--- config.mk ---
export PLATFORM = sky130hd
export DESIGN_NAME = ptp_offset_delay_pi_servo_flat
export DESIGN_NICKNAME = d
export VERILOG_FILES = /design/src/rtl/core/pods_pkg.sv /design/src/rtl/core/pods_if.sv /design/src/rtl/core/ptp_offset_delay_pi_servo.sv /design/src/flat_wrapper.sv
export SDC_FILE = /design/constraint.sdc
export NUM_CORES = 2
export LEC_CHECK = 0
export ABC_CLOCK_PERIOD_IN_PS = 23600
export BUFFER_PORTS_ARGS = -buffer_cell sky130_fd_sc_hd__buf_4
export CORE_MARGIN = 2
export CORE_UTILIZATION = 34
export CTS_CLUSTER_DIAMETER = 60
export CTS_CLUSTER_SIZE = 16
export DETAILED_ROUTE_END_ITERATION = 10
export PLACE_DENSITY_LB_ADDON = 0.05
export REMOVE_ABC_BUFFERS = 1
export SETUP_SLACK_MARGIN = 0.2
export SLEW_MARGIN = 20
export SYNTH_ARGS = -nofsm -noshare
export SYNTH_HDL_FRONTEND = slang
export SYNTH_SLANG_ARGS = --single-unit
--- constraint.sdc ---
create_clock -name clock -period 23.6 [get_ports clock]
set_input_delay 7.08 -clock clock [delete_from_list [all_inputs] [get_ports clock]]
set_output_delay 7.08 -clock clock [all_outputs]
set_load 0.02 [all_outputs]
--- src/rtl/core/pods_pkg.sv ---
package pods_pkg;

   localparam logic [30:0] NsPerSec   = 31'd1000000000;
   localparam int          PiAdjMax   = 1000000;
   localparam int          AdjLimit   = 501000;
   // Reciprocal of 1000 scaled by 2**40 and rounded up; exact for dividends below 2**32.
   localparam logic [30:0] RecipMult  = 31'd1099511628;
   localparam int          RecipShift = 40;

   typedef struct packed {
      logic [31:0] sec;
      logic [30:0] nsec;
   } stamp_type;

   typedef struct packed {
      logic        neg;
      logic [31:0] sec;
      logic [29:0] nsec;
   } span_type;

endpackage

--- src/rtl/core/pods_if.sv ---
interface pods_req_if;
   logic        valid;
   logic        ready;
   logic [31:0] master_send_sec;
   logic [29:0] master_send_nsec;
   logic [31:0] slave_recv_sec;
   logic [29:0] slave_recv_nsec;
   logic [31:0] slave_send_sec;
   logic [29:0] slave_send_nsec;
   logic [31:0] master_recv_sec;
   logic [29:0] master_recv_nsec;

   modport source (
      output valid, master_send_sec, master_send_nsec, slave_recv_sec, slave_recv_nsec,
             slave_send_sec, slave_send_nsec, master_recv_sec, master_recv_nsec,
      input  ready
   );
   modport sink (
      input  valid, master_send_sec, master_send_nsec, slave_recv_sec, slave_recv_nsec,
             slave_send_sec, slave_send_nsec, master_recv_sec, master_recv_nsec,
      output ready
   );
endinterface

interface pods_rsp_if;
   logic               valid;
   logic               ready;
   logic               step_needed;
   logic               offset_negative;
   logic [31:0]        offset_sec;
   logic [29:0]        offset_nsec;
   logic               delay_negative;
   logic [31:0]        delay_sec;
   logic [29:0]        delay_nsec;
   logic signed [19:0] freq_adjust;

   modport source (
      output valid, step_needed, offset_negative, offset_sec, offset_nsec,
             delay_negative, delay_sec, delay_nsec, freq_adjust,
      input  ready
   );
   modport sink (
      input  valid, step_needed, offset_negative, offset_sec, offset_nsec,
             delay_negative, delay_sec, delay_nsec, freq_adjust,
      output ready
   );
endinterface

--- src/rtl/core/ptp_offset_delay_pi_servo.sv ---
// Channel   Direction  Handshake            Word
// req_ch    in         valid/ready          four timestamps t1..t4, seconds and ns
// rsp_ch    out        valid/ready          offset, delay, step flag, frequency adjust
//
// A word passes seven registered stages, and one word can be taken in every cycle
// unless a stalled result has backed up all stages.
// Each stage loads whenever it or the stage after it is free, so a stalled result
// only stops the stages behind it once they have filled up.
// The offset filter and the integral term are updated in their own stages.
// A synchronous reset empties all stages and clears the filter and the integral.
module ptp_offset_delay_pi_servo (
   input  logic clock,
   input  logic reset,
   pods_req_if.sink   req_ch,
   pods_rsp_if.source rsp_ch
);
   import pods_pkg::*;

   localparam logic signed [27:0] IntegHi = 28'(PiAdjMax);
   localparam logic signed [27:0] IntegLo = -IntegHi;

   typedef struct packed {
      logic [3:0][31:0] sec;
      logic [3:0][29:0] nsec;
   } raw_type;

   typedef struct packed {
      stamp_type dly_late;
      stamp_type dly_early;
      stamp_type off_late;
      stamp_type off_early;
   } sums_type;

   typedef struct packed {
      span_type dly;
      span_type off;
   } spans_type;

   typedef struct packed {
      logic     step;
      span_type dly;
      span_type off;
   } filt_type;

   typedef struct packed {
      logic               step;
      span_type           dly;
      span_type           off;
      logic [28:0]        prop;
      logic signed [20:0] integ;
   } pi_type;

   typedef struct packed {
      logic        step;
      span_type    dly;
      span_type    off;
      logic        sum_neg;
      logic [29:0] mag;
   } sum_type;

   typedef struct packed {
      logic               step;
      span_type           dly;
      span_type           off;
      logic signed [19:0] freq;
   } rsp_type;

   function automatic stamp_type halve(input logic [31:0] sec, input logic [29:0] nsec);
      logic [30:0] n;
      stamp_type   r;
      n      = {1'b0, nsec} + (sec[0] ? NsPerSec : 31'd0);
      r.sec  = {1'b0, sec[31:1]};
      r.nsec = {1'b0, n[30:1]};
      return r;
   endfunction

   function automatic stamp_type add_stamp(input stamp_type a, input stamp_type b);
      logic [31:0] n;
      stamp_type   r;
      n     = {1'b0, a.nsec} + {1'b0, b.nsec};
      r.sec = a.sec + b.sec;
      if (n >= {1'b0, NsPerSec}) begin
         r.sec = r.sec + 32'd1;
         n     = n - {1'b0, NsPerSec};
      end
      r.nsec = n[30:0];
      return r;
   endfunction

   function automatic span_type sub_stamp(input stamp_type a, input stamp_type b);
      stamp_type   big;
      stamp_type   lil;
      logic        borrow;
      logic [31:0] n;
      span_type    r;
      r.neg  = (a.sec < b.sec) || ((a.sec == b.sec) && (a.nsec < b.nsec));
      big    = r.neg ? b : a;
      lil    = r.neg ? a : b;
      borrow = big.nsec < lil.nsec;
      n      = {1'b0, big.nsec} + (borrow ? {1'b0, NsPerSec} : 32'd0) - {1'b0, lil.nsec};
      r.sec  = big.sec - lil.sec - {31'd0, borrow};
      r.nsec = n[29:0];
      return r;
   endfunction

   logic v1_ff, v2_ff, v3_ff, v4_ff, v5_ff, v6_ff, rsp_valid_ff;
   logic en1, en2, en3, en4, en5, en6, en_out;

   raw_type   s1_ff, s1_in;
   sums_type  s2_ff, s2_in;
   spans_type s3_ff, s3_in;
   filt_type  s4_ff, s4_in;
   pi_type    s5_ff, s5_in;
   sum_type   s6_ff, s6_in;
   rsp_type   rsp_ff, rsp_in;

   logic [29:0]        filter_ff, filter_in;
   logic signed [20:0] integral_ff, integral_in;

   stamp_type t1, t2, t3, t4;
   logic [30:0]        filt_sum;
   logic [25:0]        inc;
   logic signed [27:0] integ_wide;
   logic signed [30:0] prop_s, sum, neg_sum;
   logic [60:0]        prod;
   logic [20:0]        quot;
   logic [19:0]        quot_sat;

   assign en_out = !rsp_valid_ff || rsp_ch.ready;
   assign en6    = !v6_ff || en_out;
   assign en5    = !v5_ff || en6;
   assign en4    = !v4_ff || en5;
   assign en3    = !v3_ff || en4;
   assign en2    = !v2_ff || en3;
   assign en1    = !v1_ff || en2;
   assign req_ch.ready = en1;

   always_comb begin
      s1_in.sec[0]  = req_ch.master_send_sec;
      s1_in.nsec[0] = req_ch.master_send_nsec;
      s1_in.sec[1]  = req_ch.slave_recv_sec;
      s1_in.nsec[1] = req_ch.slave_recv_nsec;
      s1_in.sec[2]  = req_ch.slave_send_sec;
      s1_in.nsec[2] = req_ch.slave_send_nsec;
      s1_in.sec[3]  = req_ch.master_recv_sec;
      s1_in.nsec[3] = req_ch.master_recv_nsec;
   end

   always_comb begin
      t1 = halve(s1_ff.sec[0], s1_ff.nsec[0]);
      t2 = halve(s1_ff.sec[1], s1_ff.nsec[1]);
      t3 = halve(s1_ff.sec[2], s1_ff.nsec[2]);
      t4 = halve(s1_ff.sec[3], s1_ff.nsec[3]);
      s2_in.dly_late  = add_stamp(t2, t4);
      s2_in.dly_early = add_stamp(t1, t3);
      s2_in.off_late  = add_stamp(t1, t4);
      s2_in.off_early = add_stamp(t2, t3);
   end

   always_comb begin
      s3_in.dly = sub_stamp(s2_ff.dly_late, s2_ff.dly_early);
      s3_in.off = sub_stamp(s2_ff.off_late, s2_ff.off_early);
   end

   always_comb begin
      filt_sum   = {1'b0, filter_ff} + {1'b0, s3_ff.off.nsec};
      filter_in  = filt_sum[30:1];
      s4_in.step = s3_ff.off.sec != 32'd0;
      s4_in.dly  = s3_ff.dly;
      s4_in.off  = s3_ff.off;
      if (!s4_in.step) begin
         s4_in.off.nsec = filter_in;
      end
   end

   always_comb begin
      inc = s4_ff.off.nsec[29:4];
      if (s4_ff.off.neg) begin
         integ_wide = {{7{integral_ff[20]}}, integral_ff} - $signed({2'b00, inc});
         if (integ_wide < IntegLo) begin
            integ_wide = IntegLo;
         end
      end else begin
         integ_wide = {{7{integral_ff[20]}}, integral_ff} + $signed({2'b00, inc});
         if (integ_wide > IntegHi) begin
            integ_wide = IntegHi;
         end
      end
      integral_in = integ_wide[20:0];
      s5_in.step  = s4_ff.step;
      s5_in.dly   = s4_ff.dly;
      s5_in.off   = s4_ff.off;
      s5_in.prop  = s4_ff.off.nsec[29:1];
      s5_in.integ = s4_ff.step ? integral_ff : integral_in;
   end

   always_comb begin
      prop_s = s5_ff.off.neg ? -$signed({2'b00, s5_ff.prop}) : $signed({2'b00, s5_ff.prop});
      sum     = prop_s + {{10{s5_ff.integ[20]}}, s5_ff.integ};
      neg_sum = -sum;
      s6_in.step    = s5_ff.step;
      s6_in.dly     = s5_ff.dly;
      s6_in.off     = s5_ff.off;
      s6_in.sum_neg = sum[30];
      s6_in.mag     = sum[30] ? neg_sum[29:0] : sum[29:0];
   end

   always_comb begin
      prod     = {31'd0, s6_ff.mag} * {30'd0, RecipMult};
      quot     = prod[RecipShift +: 21];
      quot_sat = (quot > 21'(AdjLimit)) ? 20'(AdjLimit) : quot[19:0];
      rsp_in.step = s6_ff.step;
      rsp_in.dly  = s6_ff.dly;
      rsp_in.off  = s6_ff.off;
      if (s6_ff.step) begin
         rsp_in.freq = '0;
      end else if (s6_ff.sum_neg) begin
         rsp_in.freq = -$signed(quot_sat);
      end else begin
         rsp_in.freq = $signed(quot_sat);
      end
   end

   always_ff @(posedge clock) begin
      if (reset) begin
         v1_ff        <= 1'b0;
         v2_ff        <= 1'b0;
         v3_ff        <= 1'b0;
         v4_ff        <= 1'b0;
         v5_ff        <= 1'b0;
         v6_ff        <= 1'b0;
         rsp_valid_ff <= 1'b0;
         filter_ff    <= '0;
         integral_ff  <= '0;
      end else begin
         if (en1) v1_ff <= req_ch.valid;
         if (en2) v2_ff <= v1_ff;
         if (en3) v3_ff <= v2_ff;
         if (en4) v4_ff <= v3_ff;
         if (en5) v5_ff <= v4_ff;
         if (en6) v6_ff <= v5_ff;
         if (en_out) rsp_valid_ff <= v6_ff;
         if (en4 && v3_ff && !s4_in.step) begin
            filter_ff <= filter_in;
         end
         if (en5 && v4_ff && !s4_ff.step) begin
            integral_ff <= integral_in;
         end
      end
   end

   always_ff @(posedge clock) begin
      if (en1) s1_ff <= s1_in;
      if (en2) s2_ff <= s2_in;
      if (en3) s3_ff <= s3_in;
      if (en4) s4_ff <= s4_in;
      if (en5) s5_ff <= s5_in;
      if (en6) s6_ff <= s6_in;
      if (en_out) rsp_ff <= rsp_in;
   end

   assign rsp_ch.valid           = rsp_valid_ff;
   assign rsp_ch.step_needed     = rsp_ff.step;
   assign rsp_ch.offset_negative = rsp_ff.off.neg;
   assign rsp_ch.offset_sec      = rsp_ff.off.sec;
   assign rsp_ch.offset_nsec     = rsp_ff.off.nsec;
   assign rsp_ch.delay_negative  = rsp_ff.dly.neg;
   assign rsp_ch.delay_sec       = rsp_ff.dly.sec;
   assign rsp_ch.delay_nsec      = rsp_ff.dly.nsec;
   assign rsp_ch.freq_adjust     = rsp_ff.freq;

endmodule

--- src/flat_wrapper.sv ---
// flat-port wrapper written by rule: the top's interface ports become plain ports
module ptp_offset_delay_pi_servo_flat import pods_pkg::*;
  (clock, reset, req_ch_valid, req_ch_master_send_sec, req_ch_master_send_nsec, req_ch_slave_recv_sec, req_ch_slave_recv_nsec, req_ch_slave_send_sec, req_ch_slave_send_nsec, req_ch_master_recv_sec, req_ch_master_recv_nsec, req_ch_ready, rsp_ch_valid, rsp_ch_step_needed, rsp_ch_offset_negative, rsp_ch_offset_sec, rsp_ch_offset_nsec, rsp_ch_delay_negative, rsp_ch_delay_sec, rsp_ch_delay_nsec, rsp_ch_freq_adjust, rsp_ch_ready);
  pods_req_if req_ch_i ();
  pods_rsp_if rsp_ch_i ();
  input  logic clock;
  input  logic reset;
  input wire logic [$bits(req_ch_i.valid)-1:0] req_ch_valid;
  input wire logic [$bits(req_ch_i.master_send_sec)-1:0] req_ch_master_send_sec;
  input wire logic [$bits(req_ch_i.master_send_nsec)-1:0] req_ch_master_send_nsec;
  input wire logic [$bits(req_ch_i.slave_recv_sec)-1:0] req_ch_slave_recv_sec;
  input wire logic [$bits(req_ch_i.slave_recv_nsec)-1:0] req_ch_slave_recv_nsec;
  input wire logic [$bits(req_ch_i.slave_send_sec)-1:0] req_ch_slave_send_sec;
  input wire logic [$bits(req_ch_i.slave_send_nsec)-1:0] req_ch_slave_send_nsec;
  input wire logic [$bits(req_ch_i.master_recv_sec)-1:0] req_ch_master_recv_sec;
  input wire logic [$bits(req_ch_i.master_recv_nsec)-1:0] req_ch_master_recv_nsec;
  output wire logic [$bits(req_ch_i.ready)-1:0] req_ch_ready;
  output wire logic [$bits(rsp_ch_i.valid)-1:0] rsp_ch_valid;
  output wire logic [$bits(rsp_ch_i.step_needed)-1:0] rsp_ch_step_needed;
  output wire logic [$bits(rsp_ch_i.offset_negative)-1:0] rsp_ch_offset_negative;
  output wire logic [$bits(rsp_ch_i.offset_sec)-1:0] rsp_ch_offset_sec;
  output wire logic [$bits(rsp_ch_i.offset_nsec)-1:0] rsp_ch_offset_nsec;
  output wire logic [$bits(rsp_ch_i.delay_negative)-1:0] rsp_ch_delay_negative;
  output wire logic [$bits(rsp_ch_i.delay_sec)-1:0] rsp_ch_delay_sec;
  output wire logic [$bits(rsp_ch_i.delay_nsec)-1:0] rsp_ch_delay_nsec;
  output wire logic [$bits(rsp_ch_i.freq_adjust)-1:0] rsp_ch_freq_adjust;
  input wire logic [$bits(rsp_ch_i.ready)-1:0] rsp_ch_ready;
  assign req_ch_i.valid = req_ch_valid;
  assign req_ch_i.master_send_sec = req_ch_master_send_sec;
  assign req_ch_i.master_send_nsec = req_ch_master_send_nsec;
  assign req_ch_i.slave_recv_sec = req_ch_slave_recv_sec;
  assign req_ch_i.slave_recv_nsec = req_ch_slave_recv_nsec;
  assign req_ch_i.slave_send_sec = req_ch_slave_send_sec;
  assign req_ch_i.slave_send_nsec = req_ch_slave_send_nsec;
  assign req_ch_i.master_recv_sec = req_ch_master_recv_sec;
  assign req_ch_i.master_recv_nsec = req_ch_master_recv_nsec;
  assign req_ch_ready = req_ch_i.ready;
  assign rsp_ch_valid = rsp_ch_i.valid;
  assign rsp_ch_step_needed = rsp_ch_i.step_needed;
  assign rsp_ch_offset_negative = rsp_ch_i.offset_negative;
  assign rsp_ch_offset_sec = rsp_ch_i.offset_sec;
  assign rsp_ch_offset_nsec = rsp_ch_i.offset_nsec;
  assign rsp_ch_delay_negative = rsp_ch_i.delay_negative;
  assign rsp_ch_delay_sec = rsp_ch_i.delay_sec;
  assign rsp_ch_delay_nsec = rsp_ch_i.delay_nsec;
  assign rsp_ch_freq_adjust = rsp_ch_i.freq_adjust;
  assign rsp_ch_i.ready = rsp_ch_ready;
  ptp_offset_delay_pi_servo u_core (.clock(clock), .reset(reset), .req_ch(req_ch_i), .rsp_ch(rsp_ch_i));
endmodule
# After elaboration in Yosys (flattened, before gate mapping)
# Cells that the tools add are included.
# W data, S select, Z words.
# word_totals
register_bits,1293
latch_bits,0
ram_bits,0
rom_bits,0
in_bits,252
output_inout_bits,149
wordCells,167
n_memories,0
# op_classes
n_addsub,35
multipliers,1
div,0
n_lt_le_gt_ge,13
n_eq_ne,2
shifts,0
mux,27
bitwise_logic,0
reduce_logical,25
# op_table
op,count
$mux W63,4
$mux W30,8
$add A30 B30 Y31,5
$mux W31,5
$add A31 B31 Y32,4
$add A32 B1 Y32 const B,4
$ge A32 B30 Y1 const B,4
$mux W32,4
$add A30 B31 Y31,4
$lt A31 B31 Y1,4
$sub A31 B30 Y31 const B,4
$mux W21,4
$eq A32 B32 Y1,2
$lt A32 B32 Y1,2
$sub A32 B1 Y32,2
$sub A32 B32 Y32,2
$add A30 B30 Y30,2
$sub A30 B30 Y30,2
$mul A30 B29 Y59 const B,1
$mux W20,2
$reduce_bool A32 Y1,1
$add A31 B31 Y31,1
$neg A29 Y31,1
$neg A30 Y30,1
other kinds (9),30

# Longest topological paths before layout
# logic_depth
word_depth,8
mapped_depth,39
depth_no_buf,35

# Worst setup path after synthesis
# No wires, ideal clock.
# synth_path
path_type,input to output
start,input port rsp_ch_ready
end,output port req_ch_ready
arrival_time_ns,14.643
required_time_ns,16.520
setup_slack_ns,1.877
stages,5
n_path_buf,1
path_cell_list,nor2b_1 > and3_1 > and2_1 > clkbuf_1 > nand4_1
# synth_between
elab_chain_cells,7
# synth_lines
element,line_no,rtl
from (decl),flat_wrapper.sv:27,input wire logic [$bits(rsp_ch_i.ready)-1:0] rsp_ch_ready;
$logic_or A1 B1 Y1,ptp_offset_delay_pi_servo.sv:129,assign en_out = !rsp_valid_ff || rsp_ch.ready;
$logic_or A1 B1 Y1,ptp_offset_delay_pi_servo.sv:130,assign en6 = !v6_ff || en_out;
$logic_or A1 B1 Y1,ptp_offset_delay_pi_servo.sv:131,assign en5 = !v5_ff || en6;
$logic_or A1 B1 Y1,ptp_offset_delay_pi_servo.sv:132,assign en4 = !v4_ff || en5;
$logic_or A1 B1 Y1,ptp_offset_delay_pi_servo.sv:133,assign en3 = !v3_ff || en4;
$logic_or A1 B1 Y1,ptp_offset_delay_pi_servo.sv:134,assign en2 = !v2_ff || en3;
$logic_or A1 B1 Y1,ptp_offset_delay_pi_servo.sv:135,assign en1 = !v1_ff || en2;
to (decl),flat_wrapper.sv:17,output wire logic [$bits(req_ch_i.ready)-1:0] req_ch_ready;
# Every way passes these cells.

# Final worst setup path
# Same ends and word-level chain as after synthesis.

==> flow_summary.json <==
{
  "drtAntennaViolNets": 0,
  "die_height_um": 523,
  "cp.arrival_ns": 9.26,
  "crit_type": "input port to output pin",
  "synth_edf_count": 1202,
  "yosysSeqAreaShare_pct": 40.7,
  "hold_violations": 0,
  "slowest_delay_ns": 0.48,
  "grt_pass1_vias": 65700,
  "cts_tree": "built",
  "maxCapViolations": 0,
  "required_ns": 16.52,
  "end_kind": "output pin",
  "fill_cells": 26400,
  "skew_ns": 0.0846,
  "drt_iter0_drc": 3886,
  "fmax_ghz": 0.0612,
  "start_util_pct": 34.2,
  "worstMarginPinSlew_ns": 1.07,
  "syn_inst": 8648,
  "synthTopCellsByArea": "edfxtp_1 39%, ha_1 14%, fa_1 7.0%",
  "yosysMostFrequentCell": "edfxtp_1",
  "clk_path_buf_depth": 4,
  "start_kind": "input port",
  "crit_path_max_fanout": 21,
  "min_path_type": "flop to flop",
  "layout_min_cycle_time_ns": 16.34,
  "numCtsBuffers": 141,
  "yosys_most_used_dff": "edfxtp_1",
  "netlist_area_um2": 91400,
  "drc": 0,
  "hpwl_um": 211000,
  "ys_warn_count": 0,
  "final_area_um2": 103000,
  "relSlewSlack_pct": 27.5,
  "rows": 190,
  "path_buf_inv": 3,
  "placedInstanceArea_um2": 98700,
  "vias": 64500,
  "fin_ws_ns": 7.26,
  "status": "finished, final reports clean",
  "synth_largest_area_cell": "edfxtp_1",
  "via_per_inst": 5.07,
  "grt_setup_unrepaired": "no",
  "cts_root_buffer": "clkbuf_16",
  "async_reset_ff_share_pct": 0,
  "die-area_um2": 273000,
  "gp_congestion": 0.864,
  "post-route-period-util_pct": 69.2,
  "post-place-ws_ns": 7.21,
  "ys_top_cells_by_count": "1,202 x edfxtp_1, 1,035 x ha_1, 902 x inv_1, 605 x a21oi_1, 543 x nand2_1",
  "wl_per_cell_um": 20.3,
  "synth.distinct_cells": 108,
  "setup_violations": 0,
  "die_w_um": 523,
  "overflow": 0,
  "cts_hold_buf": 0,
  "syn_avg_cell_area_um2": 10.6,
  "track_usage_pct": 18.8,
  "clock-sinks": 1260,
  "cts_resized": 0,
  "clock_latency_ns": 0.83,
  "synth_top_area_share_pct": 39.5,
  "drive_gt1_share_pct": 8.76,
  "grt_max_degree": 121,
  "synthToLayoutAreaGrowth_pct": 13.0,
  "num_io_pins": 401,
  "grt_antenna_before_repair": 10,
  "ys_seq_elements": 1260,
  "wirelength_um": 258000,
  "clkSlewWorstSetupHoldPaths_ns": 0.07,
  "grt_pass1_wl_um": 394000,
  "crit_slowest_cell": "nor2b_1",
  "crit_top_cell": "buf_4",
  "io_buffers": 396,
  "fp.coreArea_um2": 268000,
  "firstDrtPassIters": 5,
  "h-tree-depth": 4,
  "post_cts_buffers": 0,
  "path_cells": "buf_4 > nor2b_1 > and3_1 > and2_1 > nand4_1 > buf_4 > buf_4",
  "final-max-slew-violation-count": 0,
  "critical-path-top-delay-family": "simple AND/OR/NAND/NOR gates",
  "final_nets": 10700,
  "tns_ns": 0
}
## per-stage QoR
| step | utilization (%) | cells | hold WS [ns] |
|---|---|---|---|
| floorplan | - | 8491 | 0.400 |
| global placement | 36.9 | 12500 | 0.402 |
| detailed placement | 36.9 | 12500 | 0.405 |
| CTS | 38.6 | 12700 | 0.404 |
| global route | 38.6 | 12700 | 0.400 |
| finish | 38.6 | 12700 | 0.400 |
## sequential cells by signal, summed over array words and instances, names as in the netlist, 26 cells and up
name and flops:
u_core.rsp_ch.delay_nsec 30, u_core.filter_ff 30, u_core.rsp_ch.offset_sec 32, u_core.s1_ff 244
u_core.s4_ff 101, u_core.rsp_in 127, u_core.s5_ff 148, u_core.s2_ff 252
u_core.s6_ff 31, u_core.rsp_ch.offset_nsec 30, u_core.inc 26, u_core.s3_ff 126
u_core.rsp_ch.delay_sec 32
## per-layer routing
metal / routed length [um] / vias up / global-route usage, %
met4: 5200 / 0 / 3.98
met1: 129000 / 30900 / 27.1
met3: 8280 / 238 / 1.93
li1: - / 32300 / -
met5: 0 / - / 0
met2: 115000 / 1032 / 30.3
## logic make-up (layout without fill, tap and decap cells)
kind of cell             count (synthesis)  count (layout)  synth area share [%]
AO/OA/AOI/OAI                         1999            1999                  14.3
XOR/XNOR                               720             720                  6.91
adder cells (fa/ha/maj)               1353            1353                  21.1
buffers and inverters                 1062            1584                  4.40
flip-flops                            1260            1260                  40.7
multiplexers                            66              66                 0.773
other                                    0               2                     0
AND/OR/NAND/NOR                       2188            2188                  11.8
## cell type report
cell class,count,area (um^2),share of cell area [%]
multi-input cells,6326,50200,48.6
flip-flops and latches,1260,37300,36.1
well taps,3552,4440,4.30
clock buffers,159,3650,3.53
inverters,905,3410,3.30
repair buffers,445,3350,3.25
clock inverters,75,947,0.917
diodes,2,5.00,0.00485
## path summary, 6_finish.rpt
check,startpoint,end,slack [ns],cells past startpoint
setup / recovery,rsp_ch_ready,req_ch_ready,7.26,7
hold / removal,u_core.rsp_in[101],u_core.rsp_ch.delay_nsec[18],0.40,0
setup reg to reg,u_core.s6_ff[19],u_core.rsp_ch.freq_adjust[14],12.20,32
hold reg to reg,u_core.rsp_in[101],u_core.rsp_ch.delay_nsec[18],0.40,0
## layout by cell type (no fill, tap or decap), types with 90 or more instances in the layout
| cell type | n |
|---|---|
| nand3_1 | 219 |
| a21o_1 | 214 |
| xor2_1 | 213 |
| fa_1 | 318 |
| inv_1 | 898 |
| and3_1 | 116 |
| nor3_1 | 209 |
| o21ai_0 | 357 |
| nor2_1 | 528 |
| a21oi_1 | 605 |
| edfxtp_1 | 1202 |
| nand2_1 | 541 |
| clkbuf_16 | 143 |
| buf_4 | 444 |
| xnor2_1 | 505 |
| a31oi_1 | 94 |
| ha_1 | 1035 |
| nand2b_1 | 90 |
Power is not shown: default switching activity piles up to over one toggle a cycle in this logic, so the estimate is an artifact.
